==> src/sv/sptp_pkg.sv <==
// shared constants, types and tables for the sonar packet to points block
`timescale 1ns / 1ps
package sptp_pkg;
	localparam int DATA_START_DEF = 256;
	localparam int TRIG_BITS_DEF = 16;
	localparam int POS_W = 18;
	localparam logic [POS_W-1:0] POS_MAX = 18'h3FFFF;
	localparam logic [8:0] START_RST = 9'd210;
	localparam logic [8:0] SPAN_RST = 9'd120;
	localparam logic [0:0] REG_START = 1'b0;
	localparam logic [0:0] REG_SPAN = 1'b1;
	localparam logic signed [33:0] CORDIC_GAIN = 34'sd652032874;
	localparam logic signed [33:0] Q30 = 34'sd1073741824;

	typedef struct packed {
		logic [15:0] beam;
		logic        last;
	} beat_ctl_t;

	function automatic logic [31:0] atan_val(input int i);
		logic [31:0] t [24];
		t = '{32'd536870912, 32'd316933406, 32'd167458907, 32'd85004756,
			32'd42667331, 32'd21354465, 32'd10679838, 32'd5340245, 32'd2670163,
			32'd1335087, 32'd667544, 32'd333772, 32'd166886, 32'd83443,
			32'd41722, 32'd20861, 32'd10430, 32'd5215, 32'd2608, 32'd1304,
			32'd652, 32'd326, 32'd163, 32'd81};
		return t[5'(i)];
	endfunction
endpackage

==> src/sv/sptp_cell.sv <==
// one cordic rotation cell of the chain
`timescale 1ns / 1ps
module sptp_cell #(
	parameter int STEP = 0
) (
	input  logic               clk,
	input  logic               arst_n,
	input  logic               vin,
	input  logic signed [33:0] xin,
	input  logic signed [33:0] yin,
	input  logic signed [33:0] zin,
	output logic               vout,
	output logic signed [33:0] xout,
	output logic signed [33:0] yout,
	output logic signed [33:0] zout
);
	import sptp_pkg::*;
	logic signed [33:0] at;
	assign at = $signed({2'b00, atan_val(STEP)});
	always_ff @(posedge clk or negedge arst_n) begin
		if (!arst_n) vout <= 1'b0;
		else vout <= vin;
	end
	always_ff @(posedge clk) begin
		if (vin) begin
			if (!zin[33]) begin
				xout <= xin - (yin >>> STEP);
				yout <= yin + (xin >>> STEP);
				zout <= zin - at;
			end else begin
				xout <= xin + (yin >>> STEP);
				yout <= yin - (xin >>> STEP);
				zout <= zin + at;
			end
		end
	end
endmodule

==> config.mk <==
export PLATFORM = sky130hd
export DESIGN_NAME = sptp_cell
export DESIGN_NICKNAME = d
export VERILOG_FILES = /design/src/sv/sptp_pkg.sv /design/src/sv/sptp_cell.sv
export SDC_FILE = /design/constraint.sdc
export NUM_CORES = 1
export LEC_CHECK = 0
export ABC_AREA = 1
export BUFFER_PORTS_ARGS = -buffer_cell sky130_fd_sc_hd__clkbuf_2
export CORE_MARGIN = 2
export CORE_UTILIZATION = 57
export CTS_CLUSTER_DIAMETER = 80
export DETAILED_ROUTE_END_ITERATION = 7
export PLACE_DENSITY = 0.92
export SYNTH_ARGS = -nofsm -noshare
export SYNTH_HDL_FRONTEND = slang
export SYNTH_SLANG_ARGS = --single-unit
export TNS_END_PERCENT = 5
==> constraint.sdc <==
create_clock -name clk -period 0.8 [get_ports clk]
set_input_delay 0.08 -clock clk [delete_from_list [all_inputs] [get_ports clk]]
set_output_delay 0.08 -clock clk [all_outputs]
set_load 0.005 [all_outputs]
==> metrics.md, run 1 <==
| Metric | Value |
|---|---|
| Die width | `139 um` |
| Die Y | `139 um` |
| Synth Instances | `1495` |
| Async SR Flop Fraction | `0.00980` |
| Avg Cell Area, Syn | `6.93 um^2` |
| Max Buffers Root-to-Sink | `2` |
| All-Layer GR Usage | `0.874` |
| Sequential share of the synthesized area | `0.295` |
| I/O pins | `208` |
| Run status | `stopped before the end` |
| CTS root buf | `clkbuf_16` |
| Register bit total from synthesis | `102` |
| Largest net degree at the start of global routing | `30` |
| Error | `[ERROR GRT-0232] Routing congestion too high. Check the congestion heatmap in the GUI.` |
| Number of buffers created by CTS | `9` |
| Number of port buffers | `207` |
| Area leader, netlist | `edfxtp_1` |
| Row cnt | `49` |
| Grt ovf | `295` |
| Post-synth EDFFs | `101` |
| Synth Flop Type | `edfxtp_1` |
| Most area-consuming cells after synthesis | `edfxtp_1 (29%), nand2_1 (14%), ha_1 (12%), inv_1 (7.3%), nand3_1 (7.0%)` |
| Top cell type's share of synthesized area | `0.293` |
| Post-synth net total | `1706` |
| Clock Sinks | `102` |
| Number of library cell types mapped by synthesis | `45` |
| Final GP Congestion | `1.13` |
| H-tree levels | `3` |
| Pre-CTS setup slack | `-1.48 ns` |
| Starting density of the core | `0.579` |
| Post-Syn Area | `0.0104 mm^2` |
| GRT repair_timing worst endpoint | `yout[33]$_DFFE_PP_/D` |
| Exit stage | `5_1_grt` |
| Yosys warns | `0` |
| Detailed Place HPWL | `30.9 mm` |
| Worst endpoint type | `register data pin` |
[logic make-up after synthesis]
| kind of cell | after synthesis | share of synthesized area |
|---|---|---|
| buffers and inverters | 254 | 0.104 |
| AND/OR/NAND/NOR | 734 | 0.301 |
| XOR/XNOR | 31 | 0.0262 |
| adder cells (fa/ha/maj) | 106 | 0.131 |
| AO/OA/AOI/OAI | 266 | 0.141 |
| flip-flops | 102 | 0.295 |
| multiplexers | 2 | 0.00193 |
[per-layer routing]
| layer | GRT usage | overflow |
|---|---|---|
| met1 | 0.852 | 10 |
| met2 | 1.00 | 180 |
| met3 | 0.787 | 13 |
| met4 | 0.874 | 88 |
| met5 | 0.521 | 4 |
[synth_stat cells (10+ instances only)]
| library cell | number |
|---|---|
| edfxtp_1 | 101 |
| nand2_1 | 397 |
| xor2_1 | 29 |
| nor3_1 | 15 |
| o21bai_1 | 11 |
| buf_4 | 18 |
| o21ai_0 | 87 |
| ha_1 | 102 |
| buf_2 | 14 |
| a21oi_1 | 124 |
| nor2_1 | 132 |
| nand4_1 | 10 |
| nand3_1 | 144 |
| inv_1 | 203 |
[what timing repair did]
action                                  CTS
endpoints found under the hold margin    30
setup buffers                            16
gates resized for setup                 221
pin swaps                                37
hold buffers                             30
endpoints found under the setup margin  170
[stage by stage]
step                      instance area (um^2)  instances   util
after floorplan                          10400       1495      -
after global placement                   13600       2161  0.757
after detailed placement                 13600       2161  0.757
after CTS                                15100       2220  0.846
==> run 2: changes to the inputs <==
Settings changed: CORE_UTILIZATION 57 to 40, CTS_CLUSTER_DIAMETER 80 to unset, PLACE_DENSITY 0.92 to unset, PLACE_DENSITY_LB_ADDON set to 0.15.
==> run 2 against run 1 <==
Against the previous run:
- the flow now finishes, with violations (negative setup slack)
- area after synthesis stayed put
- synthesized cell count stayed put
==> metrics.md, run 2 <==
| Metric | Value |
|---|---|
| Pre-CTS setup slack | `-1.48 ns` |
| CP arrival | `1.77 ns` |
| Minimum clock period | `1.65 ns` |
| CP startpoint kind | `input pin` |
| CP Capture Type | `flop` |
| Min-Delay Path Class | `input pin to asynchronous set/reset pin` |
| Worst-path clk slew | `0.08 ns` |
| Met2 GRT Util | `0.477` |
| Yosys warns | `0` |
| Detailed Place HPWL | `33.9 mm` |
| Die width | `165 um` |
| Cell with the most instances after synthesis | `nand2_1` |
| Run status | `complete, but fails checks` |
| Top cell type's share of synthesized area | `0.293` |
| Async SR Flop Fraction | `0.00980` |
| Avg Cell Area, Syn | `6.93 um^2` |
| RSZ-0062 raised after global routing | `true` |
| Post-synth EDFFs | `101` |
| Vias/cell | `5.18` |
| Number of library cell types mapped by synthesis | `45` |
| Slew margin rel. | `0.725` |
| Pins Over Slew Limit | `0` |
| Most frequent cells in the layout | `buf_4 (338), nand2_1 (309), clkbuf_2 (196)` |
| # DRC | `0` |
| Setup WS post-layout | `-0.849 ns` |
| Worst-Margin Slew | `0.413 ns` |
| Most common cell after layout, fill and taps aside | `buf_4` |
| Total of max-cap violations | `0` |
| Final period utilization | `2.06` |
| Row cnt | `58` |
| All-Layer GR Usage | `0.306` |
| Via count | `12400` |
| TritonCTS clock tree | `done` |
| Post-synth net total | `1706` |
| Sequential share of the synthesized area | `0.295` |
| Total Die Area | `0.0272 mm^2` |
| Most used routing layer | `met2` |
| PD cells | `1370 mW/mm^2` |
| Top post-synthesis cells by count | `nand2_1 (397), inv_1 (203), nand3_1 (144)` |
| Vias in the first global route | `12000` |
| Max VDD drop | `960 uV` |
| Synth Flop Type | `edfxtp_1` |
| Post-layout util | `0.668` |
| Post-route ant nets | `0` |
| Area leader, netlist | `edfxtp_1` |
| Final GP Congestion | `0.972` |
| Power Total | `23200 uW` |
| Register bit total from synthesis | `102` |
| Layout cells sized above 1 | `0.467` |
| Clock Sinks | `102` |
| Routed wire length | `42.9 mm` |
| Number of port buffers | `207` |
| CTS root buf | `clkbuf_16` |
| Most area-consuming cells after synthesis | `edfxtp_1 (29%), nand2_1 (14%), ha_1 (12%), inv_1 (7.3%), nand3_1 (7.0%)` |
| Core Box Area | `0.0253 mm^2` |
| First-pass GRT wire length | `63.3 mm` |
| Synth Instances | `1495` |
| Critical path class | `input pin to flop` |
| H-tree levels | `3` |
| Antenna diodes | `0` |
| DRT Pass-1 Iters | `7` |
| Endpoints failing setup | `169` |
| Iter 0 DRT Violations | `1092` |
| FILL cells | `2186` |
| I/O pins | `208` |
| Required @ worst endpoint | `0.92 ns` |
| Met1 Track Usage GR | `0.440` |
| Biggest regs | `yout: 34 flops, zout: 34 flops, xout: 33 flops` |
| Largest net degree at the start of global routing | `40` |
| Failing checks | `negative setup slack` |
| Number of buffers created by CTS | `9` |
| Hold Violations, Final | `0` |
| Grt ovf | `0` |
| Final nets | `2271` |
| Initial antenna violation count | `0` |
| Max Buffers Root-to-Sink | `2` |
| Area grow syn2layout | `63.1%` |
| Met3 Track Usage GR | `0.0545` |
| Leak pwr | `0.00821 uW` |
| Starting density of the core | `0.409` |
| Worst-path maximum fanout | `7` |
| Post-Syn Area | `0.0104 mm^2` |
| Die Y | `165 um` |
| Fmax | `0.606 GHz` |
| Wirelength per Cell | `17.9 um` |
-- run 2: cells by family after synthesis --
logic type,count (synthesis),share of synthesized area
buffers and inverters,254,0.104
XOR/XNOR,31,0.0262
adder cells (fa/ha/maj),106,0.131
flip-flops,102,0.295
AO/OA/AOI/OAI,266,0.141
multiplexers,2,0.00193
AND/OR/NAND/NOR,734,0.301
-- run 2: layout make-up --
cell class                      count  area [um^2]  share of cell area
Clock inverter                      7         53.8             0.00318
Sequential cell                   102         3060               0.181
Tap cell                          330          413              0.0244
Clock buffer                        9          225              0.0133
Inverter                          210          808              0.0478
Timing Repair Buffer              598         4290               0.254
Multi-Input combinational cell   1139         8060               0.477
-- run 2: per-stage QoR --
step	cells	hold slack [ns]	setup TNS (ns)	area [um^2]
final	2395	0.0177	-62.30	16900
after global routing	2395	0.0326	-70.88	16900
after CTS	2384	0.0149	-61.05	16100
after detailed placement	2317	-0.144	-89.39	14100
after global placement	2317	-0.145	-87.61	14100
after floorplan	1495	-0.216	-54.38	10400
-- run 2: repair_timing --
item,in CTS,in global routing
gates cloned,1,0
hold buffers,30,0
pin swaps,88,58
endpoints found under the hold margin,30,0
endpoints found under the setup margin,170,172
gates resized for setup,325,190
buffers inserted,24,12
-- run 2: worst max-delay path by stage --
stage | start | to | cells past startpoint
3_5_place_dp | xin[0] | xout[24] | 14
2_1_floorplan | xin[0] | yout[30] | 14
6_report | xin[4] | yout[16] | 13
3_3_place_gp | xin[7] | yout[32] | 14
4_1_cts | yin[0] | xout[8] | 11
5_1_grt | xin[1] | xout[33] | 15
-- run 2: worst max-delay path, stage by stage --
cell and delay (ns):
clkbuf_2 0.10, inv_2 0.05, ha_4 0.27, buf_4 0.15
nor2_4 0.13, nand2_2 0.11, o21ai_4 0.27, nand2_2 0.13
nand2_4 0.14, buf_4 0.13, nand2_2 0.05, nand3_1 0.08
o21ai_1 0.07
-- run 2: routing by layer --
metal	part of all wire	vias up
met5	0	-
met4	0.022	0
met3	0.080	62
met2	0.44	519
met1	0.46	5799
li1	-	6038
-- run 2: where the power goes --
group	internal (uW)	switching [uW]	total [uW]
combinational	5180	6470	11600
clock	2160	2410	4570
sequential	6720	235	6960
total	14100	9110	23200
Power figures use the tool's default switching activity.
