File: config.mk
export PLATFORM = sky130hd
export DESIGN_NAME = sptp_div
export DESIGN_NICKNAME = d
export VERILOG_FILES = /design/src/sv/sptp_div.sv
export SDC_FILE = /design/constraint.sdc
export NUM_CORES = 1
export LEC_CHECK = 0
export ABC_CLOCK_PERIOD_IN_PS = 5100
export BUFFER_PORTS_ARGS = -buffer_cell sky130_fd_sc_hd__clkbuf_2
export CORE_UTILIZATION = 61
export DETAILED_ROUTE_END_ITERATION = 8
export GPL_TIMING_DRIVEN = 0
export PLACE_DENSITY = 0.93
export SKIP_LAST_GASP = 1
export SLEW_MARGIN = 25
export SYNTH_ARGS = -nofsm -noshare
export SYNTH_HDL_FRONTEND = slang
export SYNTH_SLANG_ARGS = --single-unit
export TNS_END_PERCENT = 20
File: constraint.sdc
create_clock -name clk -period 5.1 [get_ports clk]
set_clock_uncertainty 0.1 [all_clocks]
set_input_delay 0.51 -clock clk [delete_from_list [all_inputs] [get_ports clk]]
set_output_delay 0.51 -clock clk [all_outputs]
set_load 0.02 [all_outputs]
File: src/sv/sptp_div.sv
// radix-2 divider for the angle increment
`timescale 1ns / 1ps
module sptp_div (
	input  logic        clk,
	input  logic        arst_n,
	input  logic        start,
	input  logic [40:0] num,
	input  logic [24:0] den,
	output logic        busy,
	output logic [31:0] quo
);
	logic [40:0] n_q;
	logic [25:0] r_q;
	logic [24:0] d_q;
	logic [5:0]  cnt_q;
	logic [25:0] sh;
	assign sh = {r_q[24:0], n_q[40]};
	assign busy = cnt_q != 6'd0;
	always_ff @(posedge clk or negedge arst_n) begin
		if (!arst_n) cnt_q <= '0;
		else if (start) cnt_q <= 6'd41;
		else if (busy) cnt_q <= cnt_q - 6'd1;
	end
	always_ff @(posedge clk) begin
		if (start) begin
			n_q <= num;
			r_q <= '0;
			d_q <= den;
		end else if (busy) begin
			if (d_q == '0) begin
				n_q <= '0;
			end else if (sh >= {1'b0, d_q}) begin
				r_q <= sh - {1'b0, d_q};
				n_q <= {n_q[39:0], 1'b1};
			end else begin
				r_q <= sh;
				n_q <= {n_q[39:0], 1'b0};
			end
		end
	end
	assign quo = n_q[31:0];
endmodule

==> key figures, run 1 <==
Status
  – Status: complete, but fails checks
  – Failing checks: DRC

Detailed routing
  – Antenna Nets Post-Route: 0
  – Drt total wl: 13,490 µm
  – Routed WL per cell: 16.10 µm
  – Via count: 4,859
  – First-pass DRT Iterations: 9
  – DRT iter0 DRCs: 302
  – Detailed-route DRC error count: 15
  – Vias per inst: 5.798

Final layout
  – Most frequent cells in the layout: nand2_1 (109), clkbuf_2 (101), edfxtp_1 (66)
  – Filler cell count: 632
  – Share of cells above drive strength 1: 22.60%
  – Commonest non-fill, non-tap cell in the layout: nand2_1
  – Layout Nets: 821
  – Antenna diodes: 0
  – Synth-to-layout area growth: 15.58%

Floorplanning
  – FP Rows: 34
  – Die area: 0.009686 mm²
  – Top-level I/O count: 102
  – Initial core utilization: 64.08%
  – Chip Width: 98.42 µm
  – Core Area: 0.008848 mm²
  – Die H: 98.42 µm

GRT
  – Global-route wire length before repair: 21,910 µm
  – Grt total ovfl: 0
  – Number of global-route vias before repair: 4,682
  – GRT Overall Usage: 28.90%
  – Largest net degree at the start of global routing: 27
  – Initial antenna violation count: 0

Critical path
  – Worst path slowest cell: edfxtp_1
  – CP Launch Type: flip-flop
  – WP data required: 5.27 ns
  – Cell family with most CP delay: compound AO/OA/AOI/OAI gates
  – Crit path arrival time: 3.56 ns
  – Crit Path Class: flip-flop to flip-flop
  – Max stage delay on crit path: 0.42 ns
  – Crit-path max FO: 4
  – Critical path endpoint category: flip-flop
  – Crit-path cells: inv_1, ha_1, inv_1, fa_1, a21o_1, a221oi_2, a21oi_1, o21ai_0, a21o_1, o21ai_1, a221oi_1, xnor2_1, o21ai_0
  – Buffer and inverter count on the worst path: 2

Synth
  – Mean Syn Cell Area: 9.281 µm²
  – Cells after synthesis: 611
  – Compound-gate portion of the synthesized area: 16.66%
  – Mux contribution to synthesized area: 2.824%
  – Post-synth EDFFs: 66
  – Yosys top cell area share: 34.95%
  – Sequential share of the synthesized area: 46.43%
  – Syn nets: 707
  – Post-synthesis cell area: 0.005670 mm²
  – Register bit total from synthesis: 97
  – Synth Area in Simple Gates: 15.34%
  – YS warnings: 0
  – Area share of fa/ha/maj cells after synthesis: 6.090%
  – Top_reg_cell synth: edfxtp_1
  – Netlist cell types: 53
  – Synth area leader: edfxtp_1
  – Synth area leaders: edfxtp_1 (35%), dfxtp_1 (8.8%), nand2_1 (7.2%)
  – Main combinational cell family by area after synthesis: compound AO/OA/AOI/OAI gates
  – Async S/R FF share, synth: 6.186%
  – Synth Area in XOR/XNOR: 3.398%

Timing
  – Highest clock rate: 295.4 MHz
  – Clock period minus worst slack: 3.386 ns
  – Setup TNS: 0 ns
  – Final setup fails: 0
  – Final Cycle Share: 66.39%
  – Fin. max-slew vios: 0
  – Worst Tran Pin Value: 0.6597 ns
  – Final hold vios: 0
  – Max-Slew Margin vs Limit: 56.02%
  – RSZ-0062 raised after global routing: false

Clocking
  – Post-CTS Resized: 0
  – Post-CTS setup repair buffer count: 0
  – CTS root buf: clkbuf_8
  – H-tree levels: 3
  – TritonCTS buffer count: 9
  – Clk sinks: 97
  – CTS Hold Bufs: 1
  – Clk pin slew, worst setup/hold paths: 0.10 ns
  – Maximum clock insertion buffer count: 2
  – CTS tree: yes
  – Clk_lat worst skew: 0.38 ns

Power and ir drop
  – Power, Total: 1.737 mW
  – Sequential share of power: 53.4%
  – Leakage power: 3.024 nW
  – Clock Power Share: 30.2%
  – Combinational share of power: 16.3%
  – Pint: 1.257 mW
  – Peak VDD IR: 0.2081 mV
  – Power per Cell Area: 265.0 mW/mm²
  – Net switching power: 0.4802 mW
  – Net Sw Frac: 27.65%

Placement
  – Port Buffers: 101
  – HPWL after DPL: 10,320 µm
  – Final Wtd Congestion: 0.9859

Hold path
  – Worst hold-check path type: input pin to flip-flop

Job
  – Max-Cap Viols: 0
==> worst paths after layout <==
check,start,slack (ns),cells after the start,to
min,den[24],0.20,1,d_q[24]$_DFFE_PP_
max in group asynchronous,arst_n,4.32,2,cnt_q[4]$_DFFE_PN0P_
min reg2reg,r_q[12]$_SDFFE_PP0P_,0.41,2,r_q[12]$_SDFFE_PP0P_
min in group asynchronous,arst_n,0.41,2,cnt_q[3]$_DFFE_PN0P_
max,n_q[40]$_DFFE_PP_,1.71,13,r_q[24]$_SDFFE_PP0P_
max reg2reg,n_q[40]$_DFFE_PP_,1.71,13,r_q[24]$_SDFFE_PP0P_
==> state kept, by name, indices dropped and copies added, names as in the netlist <==
signal  count
cnt_q       6
n_q        41
d_q        25
r_q        25
==> worst reg2reg max path: stages (launching register included) <==
cell      delay, ns
edfxtp_1       0.42
inv_1          0.08
ha_1           0.17
inv_1          0.06
fa_1           0.39
a21o_1         0.22
a221oi_2       0.33
a21oi_1        0.15
o21ai_0        0.26
a21o_1         0.31
o21ai_1        0.14
a221oi_1       0.38
xnor2_1        0.17
o21ai_0        0.09
==> cells by family (layout without fill, tap and decap cells) <==
family	Yosys count	count (layout)
and+or+nand+nor	195	195
DFF	97	97
buffers and inverters	103	222
adders and majority gates	27	27
AOI/OAI and AO/OA	151	151
muxes	16	16
xor gates and xnor gates	22	22
==> cells in the mapped netlist (all sizes together), types with 2 or more instances <==
cell type and count:
nand3 6, nand2 109, ha 26, nor3 8
nand4 8, dfxtp 25, or3 3, a211oi 18
and3 3, o21ai 58, a221oi 2, mux2i 16
o21a 4, nor4 7, nand2b 6, nor2 33
nor2b 3, xnor2 12, edfxtp 66, dfrtp 6
a21oi 34, buf 37, o31ai 2, xor2 10
a31oi 5, a21o 12, clkbuf 28, o211ai 8
inv 38, or2 2
==> power by group through the flow <==
stage                     Combinational (mW)  Clock, mW  Sequential [mW]
after floorplan                        0.190          0            0.935
after global placement                 0.266          0            0.942
after detailed placement               0.279          0            0.946
after CTS                              0.281      0.529            0.928
after global routing                   0.311      0.558            0.935
final                                  0.283      0.525            0.928
==> layout make-up <==
type                    count  area [µm²]  share of cell area, %
plain buffers              65       382.9                  5.842
clock buffers              10       127.6                  1.947
clock inverters             6       75.07                  1.145
inverters                  38       142.6                  2.176
multi-input cells         411        2515                  38.37
flip-flops and latches     97        2633                  40.17
well taps                 108       135.1                  2.062
repair buffers            103       543.0                  8.286
==> through the flow <==
| step | setup slack [ns] | cells | hold slack (ns) | area, µm² | utilization, % |
|---|---|---|---|---|---|
| 6_report | 1.714 | 838 | 0.1995 | 6554 | 74.07 |
| 4_1_cts | 1.731 | 838 | 0.1928 | 6554 | 74.07 |
| 3_3_place_gp | 1.383 | 820 | 0.2386 | 6311 | 71.32 |
| 5_1_grt | 1.527 | 838 | 0.1912 | 6554 | 74.07 |
| 2_1_floorplan | 2.218 | 611 | 0.1144 | 5670 | - |
| 3_5_place_dp | 1.788 | 821 | 0.2469 | 6341 | 71.66 |
==> metal layers <==
metal / global-route usage [%] / share of wire, % / vias up
met4: 10.33 / 2.0 / 0
met3: 3.759 / 7.4 / 23
met1: 37.13 / 43 / 2265
li1: - / - / 2348
met5: 0 / 0 / -
met2: 50.43 / 48 / 223
(Power assumes the default switching activity.)
==> run 2: changes to the inputs <==
--- a/config.mk
+++ b/config.mk
@@ -5,12 +5,12 @@
 export SDC_FILE = /design/constraint.sdc
 export NUM_CORES = 1
 export LEC_CHECK = 0
-export ABC_CLOCK_PERIOD_IN_PS = 5100
+export ABC_CLOCK_PERIOD_IN_PS = 3100
 export BUFFER_PORTS_ARGS = -buffer_cell sky130_fd_sc_hd__clkbuf_2
-export CORE_UTILIZATION = 61
+export CORE_UTILIZATION = 51
 export DETAILED_ROUTE_END_ITERATION = 8
 export GPL_TIMING_DRIVEN = 0
-export PLACE_DENSITY = 0.93
+export PLACE_DENSITY = 0.84
 export SKIP_LAST_GASP = 1
 export SLEW_MARGIN = 25
 export SYNTH_ARGS = -nofsm -noshare
==> constraint.sdc (replaced) <==
create_clock -name clk -period 3.1 [get_ports clk]
set_clock_uncertainty 0.1 [all_clocks]
set_input_delay 0.31 -clock clk [delete_from_list [all_inputs] [get_ports clk]]
set_output_delay 0.31 -clock clk [all_outputs]
set_load 0.02 [all_outputs]
==> run 2 against run 1 <==
The run now ends clean. Non-clock buffer count rose by 9. Sequential power grew 65%. Hold slack got worse by 0.19 ns. Sequential share of layout area is 1.3 points lower. Power up 58%. Critical path type unchanged. Critical endpoint is now r_q[9]$_SDFFE_PP0P_.
==> key figures, run 2 (same netlist as run 1, synthesis figures left out) <==
Clocking
  – CTS root buf: clkbuf_8
  – TritonCTS buffer count: 9
  – Maximum clock insertion buffer count: 2
  – Clk sinks: 97
  – Clk_lat worst skew: 0.37 ns
  – CTS tree: yes
  – Clk pin slew, worst setup/hold paths: 0.09 ns
  – H-tree levels: 3

Floorplanning
  – FP Rows: 38
  – Top-level I/O count: 102
  – Initial core utilization: 52.31%
  – Chip Width: 107.4 µm
  – Die H: 107.4 µm
  – Core Area: 0.01084 mm²
  – Die area: 0.01154 mm²

Hold path
  – Worst hold-check path type: input pin to flip-flop

Power and ir drop
  – Peak VDD IR: 0.2493 mV
  – Power per Cell Area: 405.0 mW/mm²
  – Power, Total: 2.746 mW
  – Leakage power: 3.060 nW

GRT
  – Global-route wire length before repair: 21,460 µm
  – GRT Overall Usage: 23.86%
  – Grt total ovfl: 0
  – Initial antenna violation count: 0
  – Largest net degree at the start of global routing: 27
  – Number of global-route vias before repair: 4,575

Final layout
  – Antenna diodes: 0
  – Synth-to-layout area growth: 19.59%
  – Filler cell count: 875
  – Layout Nets: 830
  – Max FFs per register: 41
  – Share of cells above drive strength 1: 25.85%
  – Most flops, register: n_q
  – Regs by FF count: n_q x41, d_q x25, r_q x25
  – Commonest non-fill, non-tap cell in the layout: nand2_1
  – Non-Filler Instances: 879
  – Most frequent cells in the layout: nand2_1 (109), clkbuf_2 (101), edfxtp_1 (66)

Placement
  – Post-Place Cells: 853
  – HPWL after DPL: 10,160 µm
  – Port Buffers: 101
  – Final Wtd Congestion: 0.9053

Critical path
  – CP Launch Type: flip-flop
  – Critical path endpoint category: flip-flop
  – Crit-path max FO: 6
  – WP data required: 3.30 ns
  – Crit path arrival time: 3.27 ns
  – Crit Path Class: flip-flop to flip-flop

Detailed routing
  – DRT iter0 DRCs: 381
  – Drt total wl: 13,780 µm
  – Antenna Nets Post-Route: 0
  – Vias per inst: 5.608
  – Via count: 4,929
  – Routed WL per cell: 15.67 µm
  – Detailed-route DRC error count: 0
  – First-pass DRT Iterations: 5

Timing
  – Clock period minus worst slack: 3.075 ns
  – Final setup fails: 0
  – Final hold vios: 0
  – Worst Tran Pin Value: 0.6789 ns
  – RSZ-0062 raised after global routing: true
  – Max-Slew Margin vs Limit: 54.74%
  – Fin. max-slew vios: 0
  – Highest clock rate: 325.2 MHz
  – Final Cycle Share: 99.21%

Job
  – Max-Cap Viols: 0

Status
  – Status: finished clean
-- run 2: cell types whose count changed in the layout (fill, tap and decap cells not counted), sizes merged --
| cell | delta |
|---|---|
| buf | +10 |
| bufinv | -1 |
| clkinvlp | +2 |
| inv | -2 |
-- run 2: final cells by class --
type                       count  area, µm²  area share [%]
timing repair buffer         114      659.4           9.723
clock inverter                 5      32.53          0.4797
inverter                      38      142.6           2.103
tap                          140      175.2           2.583
buffer                        63      384.1           5.664
sequential                    97       2633           38.82
clock buffer                  11      131.4           1.937
multi-input combinational    411       2624           38.69
-- run 2: through the flow --
step / hold WS (ns) / setup slack, ns / area [µm²] / TNS (ns) / util (%)
6_report: 0.01025 / 0.02455 / 6782 / 0 / 62.56
4_1_cts: 0.004700 / -0.06607 / 6666 / -0.2339 / 61.50
3_5_place_dp: 0.04502 / -0.2960 / 6381 / -5.538 / 58.86
3_3_place_gp: 0.04338 / -0.4566 / 6351 / -22.96 / 58.59
2_1_floorplan: -0.08559 / 0.2182 / 5670 / 0 / -
5_1_grt: 0.004648 / -0.09925 / 6782 / -1.348 / 62.56
-- run 2: worst max-delay path, stage by stage, from the launching register on --
cell and delay (ns):
edfxtp_1 0.36, inv_1 0.05, ha_1 0.38, nand4_1 0.22
or3_4 0.40, o41ai_2 0.31, a211oi_2 0.13, o41a_2 0.15
a31oi_4 0.20, buf_12 0.16, buf_6 0.10, mux2i_1 0.19
nand2_1 0.09, a21oi_1 0.16
-- run 2: worst paths after layout --
check	start	endpoint	slack, ns	depth (start not counted)
setup / recovery	d_q[9]$_DFFE_PP_	r_q[9]$_SDFFE_PP0P_	0.02	13
hold / removal	den[18]	d_q[18]$_DFFE_PP_	0.01	1
setup reg to reg	d_q[9]$_DFFE_PP_	r_q[9]$_SDFFE_PP0P_	0.02	13
hold reg to reg	r_q[2]$_SDFFE_PP0P_	r_q[2]$_SDFFE_PP0P_	0.39	2
max in group asynchronous	arst_n	cnt_q[4]$_DFFE_PN0P_	2.55	2
min in group asynchronous	arst_n	cnt_q[1]$_DFFE_PN0P_	0.20	2
-- run 2: timing repair --
| action | CTS | global route |
|---|---|---|
| endpoints found under the setup margin | 26 | 26 |
| gates resized for setup | 14 | 14 |
| hold buffers | 1 | 0 |
| hold endpoints to repair | 6 | 0 |
| gates cloned | 2 | 0 |
| buffers inserted | 4 | 5 |
| pin swaps | 8 | 11 |
-- run 2: per-layer routing --
layer  GRT usage [%]  vias up  share of wire, %
li1                -     2365                 -
met1           30.90     2301                43
met2           41.47      233                48
met3           2.724       30               6.7
met4           7.926        0               2.0
met5               0        -                 0
-- run 2: report_power, final --
group | total, mW | internal, mW | switching [mW]
Combinational | 0.482 | 0.212 | 0.270
Sequential | 1.53 | 1.48 | 0.0496
Clock | 0.738 | 0.292 | 0.446
==> run 3: changes to the inputs <==
--- a/config.mk
+++ b/config.mk
@@ -7,10 +7,11 @@
 export LEC_CHECK = 0
 export ABC_CLOCK_PERIOD_IN_PS = 3100
 export BUFFER_PORTS_ARGS = -buffer_cell sky130_fd_sc_hd__clkbuf_2
-export CORE_UTILIZATION = 51
+export CORE_UTILIZATION = 53
+export CTS_BUF_LIST = sky130_fd_sc_hd__clkbuf_4
 export DETAILED_ROUTE_END_ITERATION = 8
 export GPL_TIMING_DRIVEN = 0
-export PLACE_DENSITY = 0.84
+export PLACE_DENSITY = 0.86
 export SKIP_LAST_GASP = 1
 export SLEW_MARGIN = 25
 export SYNTH_ARGS = -nofsm -noshare
==> run 3 against run 2 <==
The flow now finishes with violations (setup timing). Utilization rose by 5.5 points. Final cell count up 3.4%. Cell area up 4.1%. Power up 0.35%. Global-route usage up 1.8 points. Via count grew 1.2%. Critical endpoint is now r_q[20]$_SDFFE_PP0P_.
==> key figures, run 3 (same netlist as run 1, synthesis figures left out) <==
Status
  – Status: complete, but fails checks
  – Failing checks: setup timing

Final layout
  – Filler cell count: 798
  – Commonest non-fill, non-tap cell in the layout: nand2_1
  – Most frequent cells in the layout: nand2_1 (108), clkbuf_2 (102), edfxtp_1 (66)
  – Regs by FF count: n_q x41, d_q x25, r_q x25
  – Layout Nets: 864
  – Share of cells above drive strength 1: 25.74%
  – Max FFs per register: 41
  – Register area: 0.002633 mm²
  – Non-Filler Instances: 909
  – Antenna diodes: 0
  – Most flops, register: n_q
  – Final instance area: 0.007062 mm²
  – Area of the multi-input gates: 0.002608 mm²
  – Synth-to-layout area growth: 24.54%

GRT
  – Number of global-route vias before repair: 4,831
  – Global-route wire length before repair: 22,540 µm
  – Grt total ovfl: 0
  – Largest net degree at the start of global routing: 30
  – Initial antenna violation count: 0
  – GRT Overall Usage: 25.65%

Critical path
  – Crit path arrival time: 3.44 ns
  – Most used cell along the critical path: a21o_1
  – Buffer and inverter count on the worst path: 3
  – Worst path depth: 13
  – Critical Path End: r_q[20]$_SDFFE_PP0P_
  – WP data required: 3.40 ns
  – Worst path slowest cell: edfxtp_1
  – CP startpoint: n_q[40]$_DFFE_PP_
  – FF-to-FF End: r_q[20]$_SDFFE_PP0P_
  – Max stage delay on crit path: 0.46 ns
  – Reg2reg path depth: 13
  – Cell family with most CP delay: compound AO/OA/AOI/OAI gates
  – Critical path endpoint category: flip-flop
  – Crit-path max FO: 7
  – CP Launch Type: flip-flop
  – Reg-to-Reg Start: n_q[40]$_DFFE_PP_
  – Worst R2R Setup Slack: -0.05 ns
  – Crit-path cells: inv_1, ha_2, inv_2, fa_2, a21o_1, a221oi_4, a21oi_2, o21ai_2, a21o_1, a31oi_4, clkbuf_16, mux2i_2, a211oi_2
  – Crit Path Class: flip-flop to flip-flop

Power and ir drop
  – Power, Total: 2.756 mW
  – Peak VDD IR: 0.2140 mV
  – Net Sw Frac: 28.44%
  – Sequential share of power: 55.4%
  – Net switching power: 0.7839 mW
  – Pint: 1.972 mW
  – Combinational share of power: 18.7%
  – Leakage power: 3.203 nW
  – Clock Power Share: 25.9%
  – Power per Cell Area: 390.3 mW/mm²

Clocking
  – CTS root buf: clkbuf_4
  – Clk pin slew, worst setup/hold paths: 0.17 ns
  – Clk sinks: 97
  – H-tree levels: 3
  – CTS tree: yes
  – Clk_lat worst skew: 0.48 ns
  – TritonCTS buffer count: 9
  – Maximum clock insertion buffer count: 2

Floorplanning
  – Core Area: 0.01037 mm²
  – Die H: 105.4 µm
  – Top-level I/O count: 102
  – Die area: 0.01112 mm²
  – Initial core utilization: 54.68%
  – Chip Width: 105.4 µm
  – FP Rows: 37

Hold path
  – Worst hold-check path type: input pin to flip-flop
  – Worst hold stages: 3

Job
  – Max-Cap Viols: 0

Placement
  – Port Buffers: 101
  – DP Area: 0.006369 mm²
  – HPWL after DPL: 10,010 µm
  – Post-Place Cells: 849
  – Final Wtd Congestion: 0.9184

Timing
  – Final Cycle Share: 101.5%
  – Setup TNS: -0.2107 ns
  – Highest clock rate: 317.9 MHz
  – RSZ-0062 raised after global routing: true
  – Fin worst setup slack: -0.04536 ns
  – Final hold vios: 0
  – Fin. max-slew vios: 0
  – Max-Slew Margin vs Limit: 53.28%
  – Clock period minus worst slack: 3.145 ns
  – Worst Tran Pin Value: 0.7008 ns
  – Final setup fails: 15

Detailed routing
  – DRT iter0 DRCs: 291
  – First-pass DRT Iterations: 5
  – Routed WL per cell: 15.59 µm
  – Vias per inst: 5.485
  – Antenna Nets Post-Route: 0
  – Detailed-route DRC error count: 0
  – Via count: 4,986
  – Drt total wl: 14,170 µm
[run 3: cell types whose count changed in the layout (fill, tap and decap cells not counted), sizes merged]
cell and delta:
dlygate4sd3 +29, buf +4, clkinvlp -2, inv +2, bufinv +1, clkbuf -1, clkinv +1
[run 3: area by class of cell]
class,instances,area share [%]
Clock inverter,7,1.081
Clock buffer,9,0.9568
Inverter,38,2.020
Multi-Input combinational cell,411,36.92
Tap cell,136,2.410
Buffer,63,5.581
Timing Repair Buffer,148,13.75
Sequential cell,97,37.28
[run 3: how the worst min path moves through the flow]
stage / startpoint / end / slack (ns)
final: num[7] / n_q[7]$_DFFE_PP_ / 0.009
after global routing: num[27] / n_q[27]$_DFFE_PP_ / 0.004
after CTS: num[29] / n_q[29]$_DFFE_PP_ / 0.002
after detailed placement: arst_n / cnt_q[5]$_DFFE_PN0P_ / 0.04
after global placement: arst_n / cnt_q[3]$_DFFE_PN0P_ / 0.04
after floorplan: arst_n / cnt_q[0]$_DFFE_PN0P_ / -0.09
[run 3: power by group through the flow]
stage / clock (mW) / sequential [mW] / combinational [mW]
after global routing: 0.767 / 1.54 / 0.564
after CTS: 0.721 / 1.53 / 0.493
after floorplan: 0 / 1.54 / 0.312
final: 0.713 / 1.53 / 0.515
after detailed placement: 0 / 1.56 / 0.456
after global placement: 0 / 1.55 / 0.439
[run 3: per-stage QoR]
step | worst slack (ns) | hold slack [ns] | utilization (%)
floorplan | 0.2182 | -0.08559 | -
global placement | -0.4289 | 0.03932 | 61.20
detailed placement | -0.3186 | 0.04492 | 61.41
CTS | -0.009938 | 0.001753 | 66.22
global route | -0.1468 | 0.003736 | 68.10
finish | -0.04536 | 0.008812 | 68.10
[run 3: worst register-to-register path: stages (launching register included)]
cell	delay [ns]
edfxtp_1	0.46
inv_1	0.09
ha_2	0.19
inv_2	0.05
fa_2	0.36
a21o_1	0.21
a221oi_4	0.28
a21oi_2	0.12
o21ai_2	0.16
a21o_1	0.26
a31oi_4	0.21
clkbuf_16	0.23
mux2i_2	0.15
a211oi_2	0.21
[run 3: metal layers]
metal | wire (µm) | share of wire [%] | track usage [%] | up-vias
li1 | - | - | - | 2438
met1 | 5996 | 42 | 31.92 | 2315
met2 | 6959 | 49 | 44.13 | 199
met3 | 832 | 5.9 | 4.886 | 34
met4 | 381 | 2.7 | 9.658 | 0
met5 | 0 | 0 | 0 | -
[run 3: timing repair]
action | 4_1_cts | 5_1_grt
hold buffers | 27 | 3
endpoints found under the hold margin | 32 | 3
pin swaps | 4 | 14
gates cloned | 1 | 1
gates resized for setup | 10 | 22
setup endpoints to repair | 26 | 26
setup buffers | 5 | 9
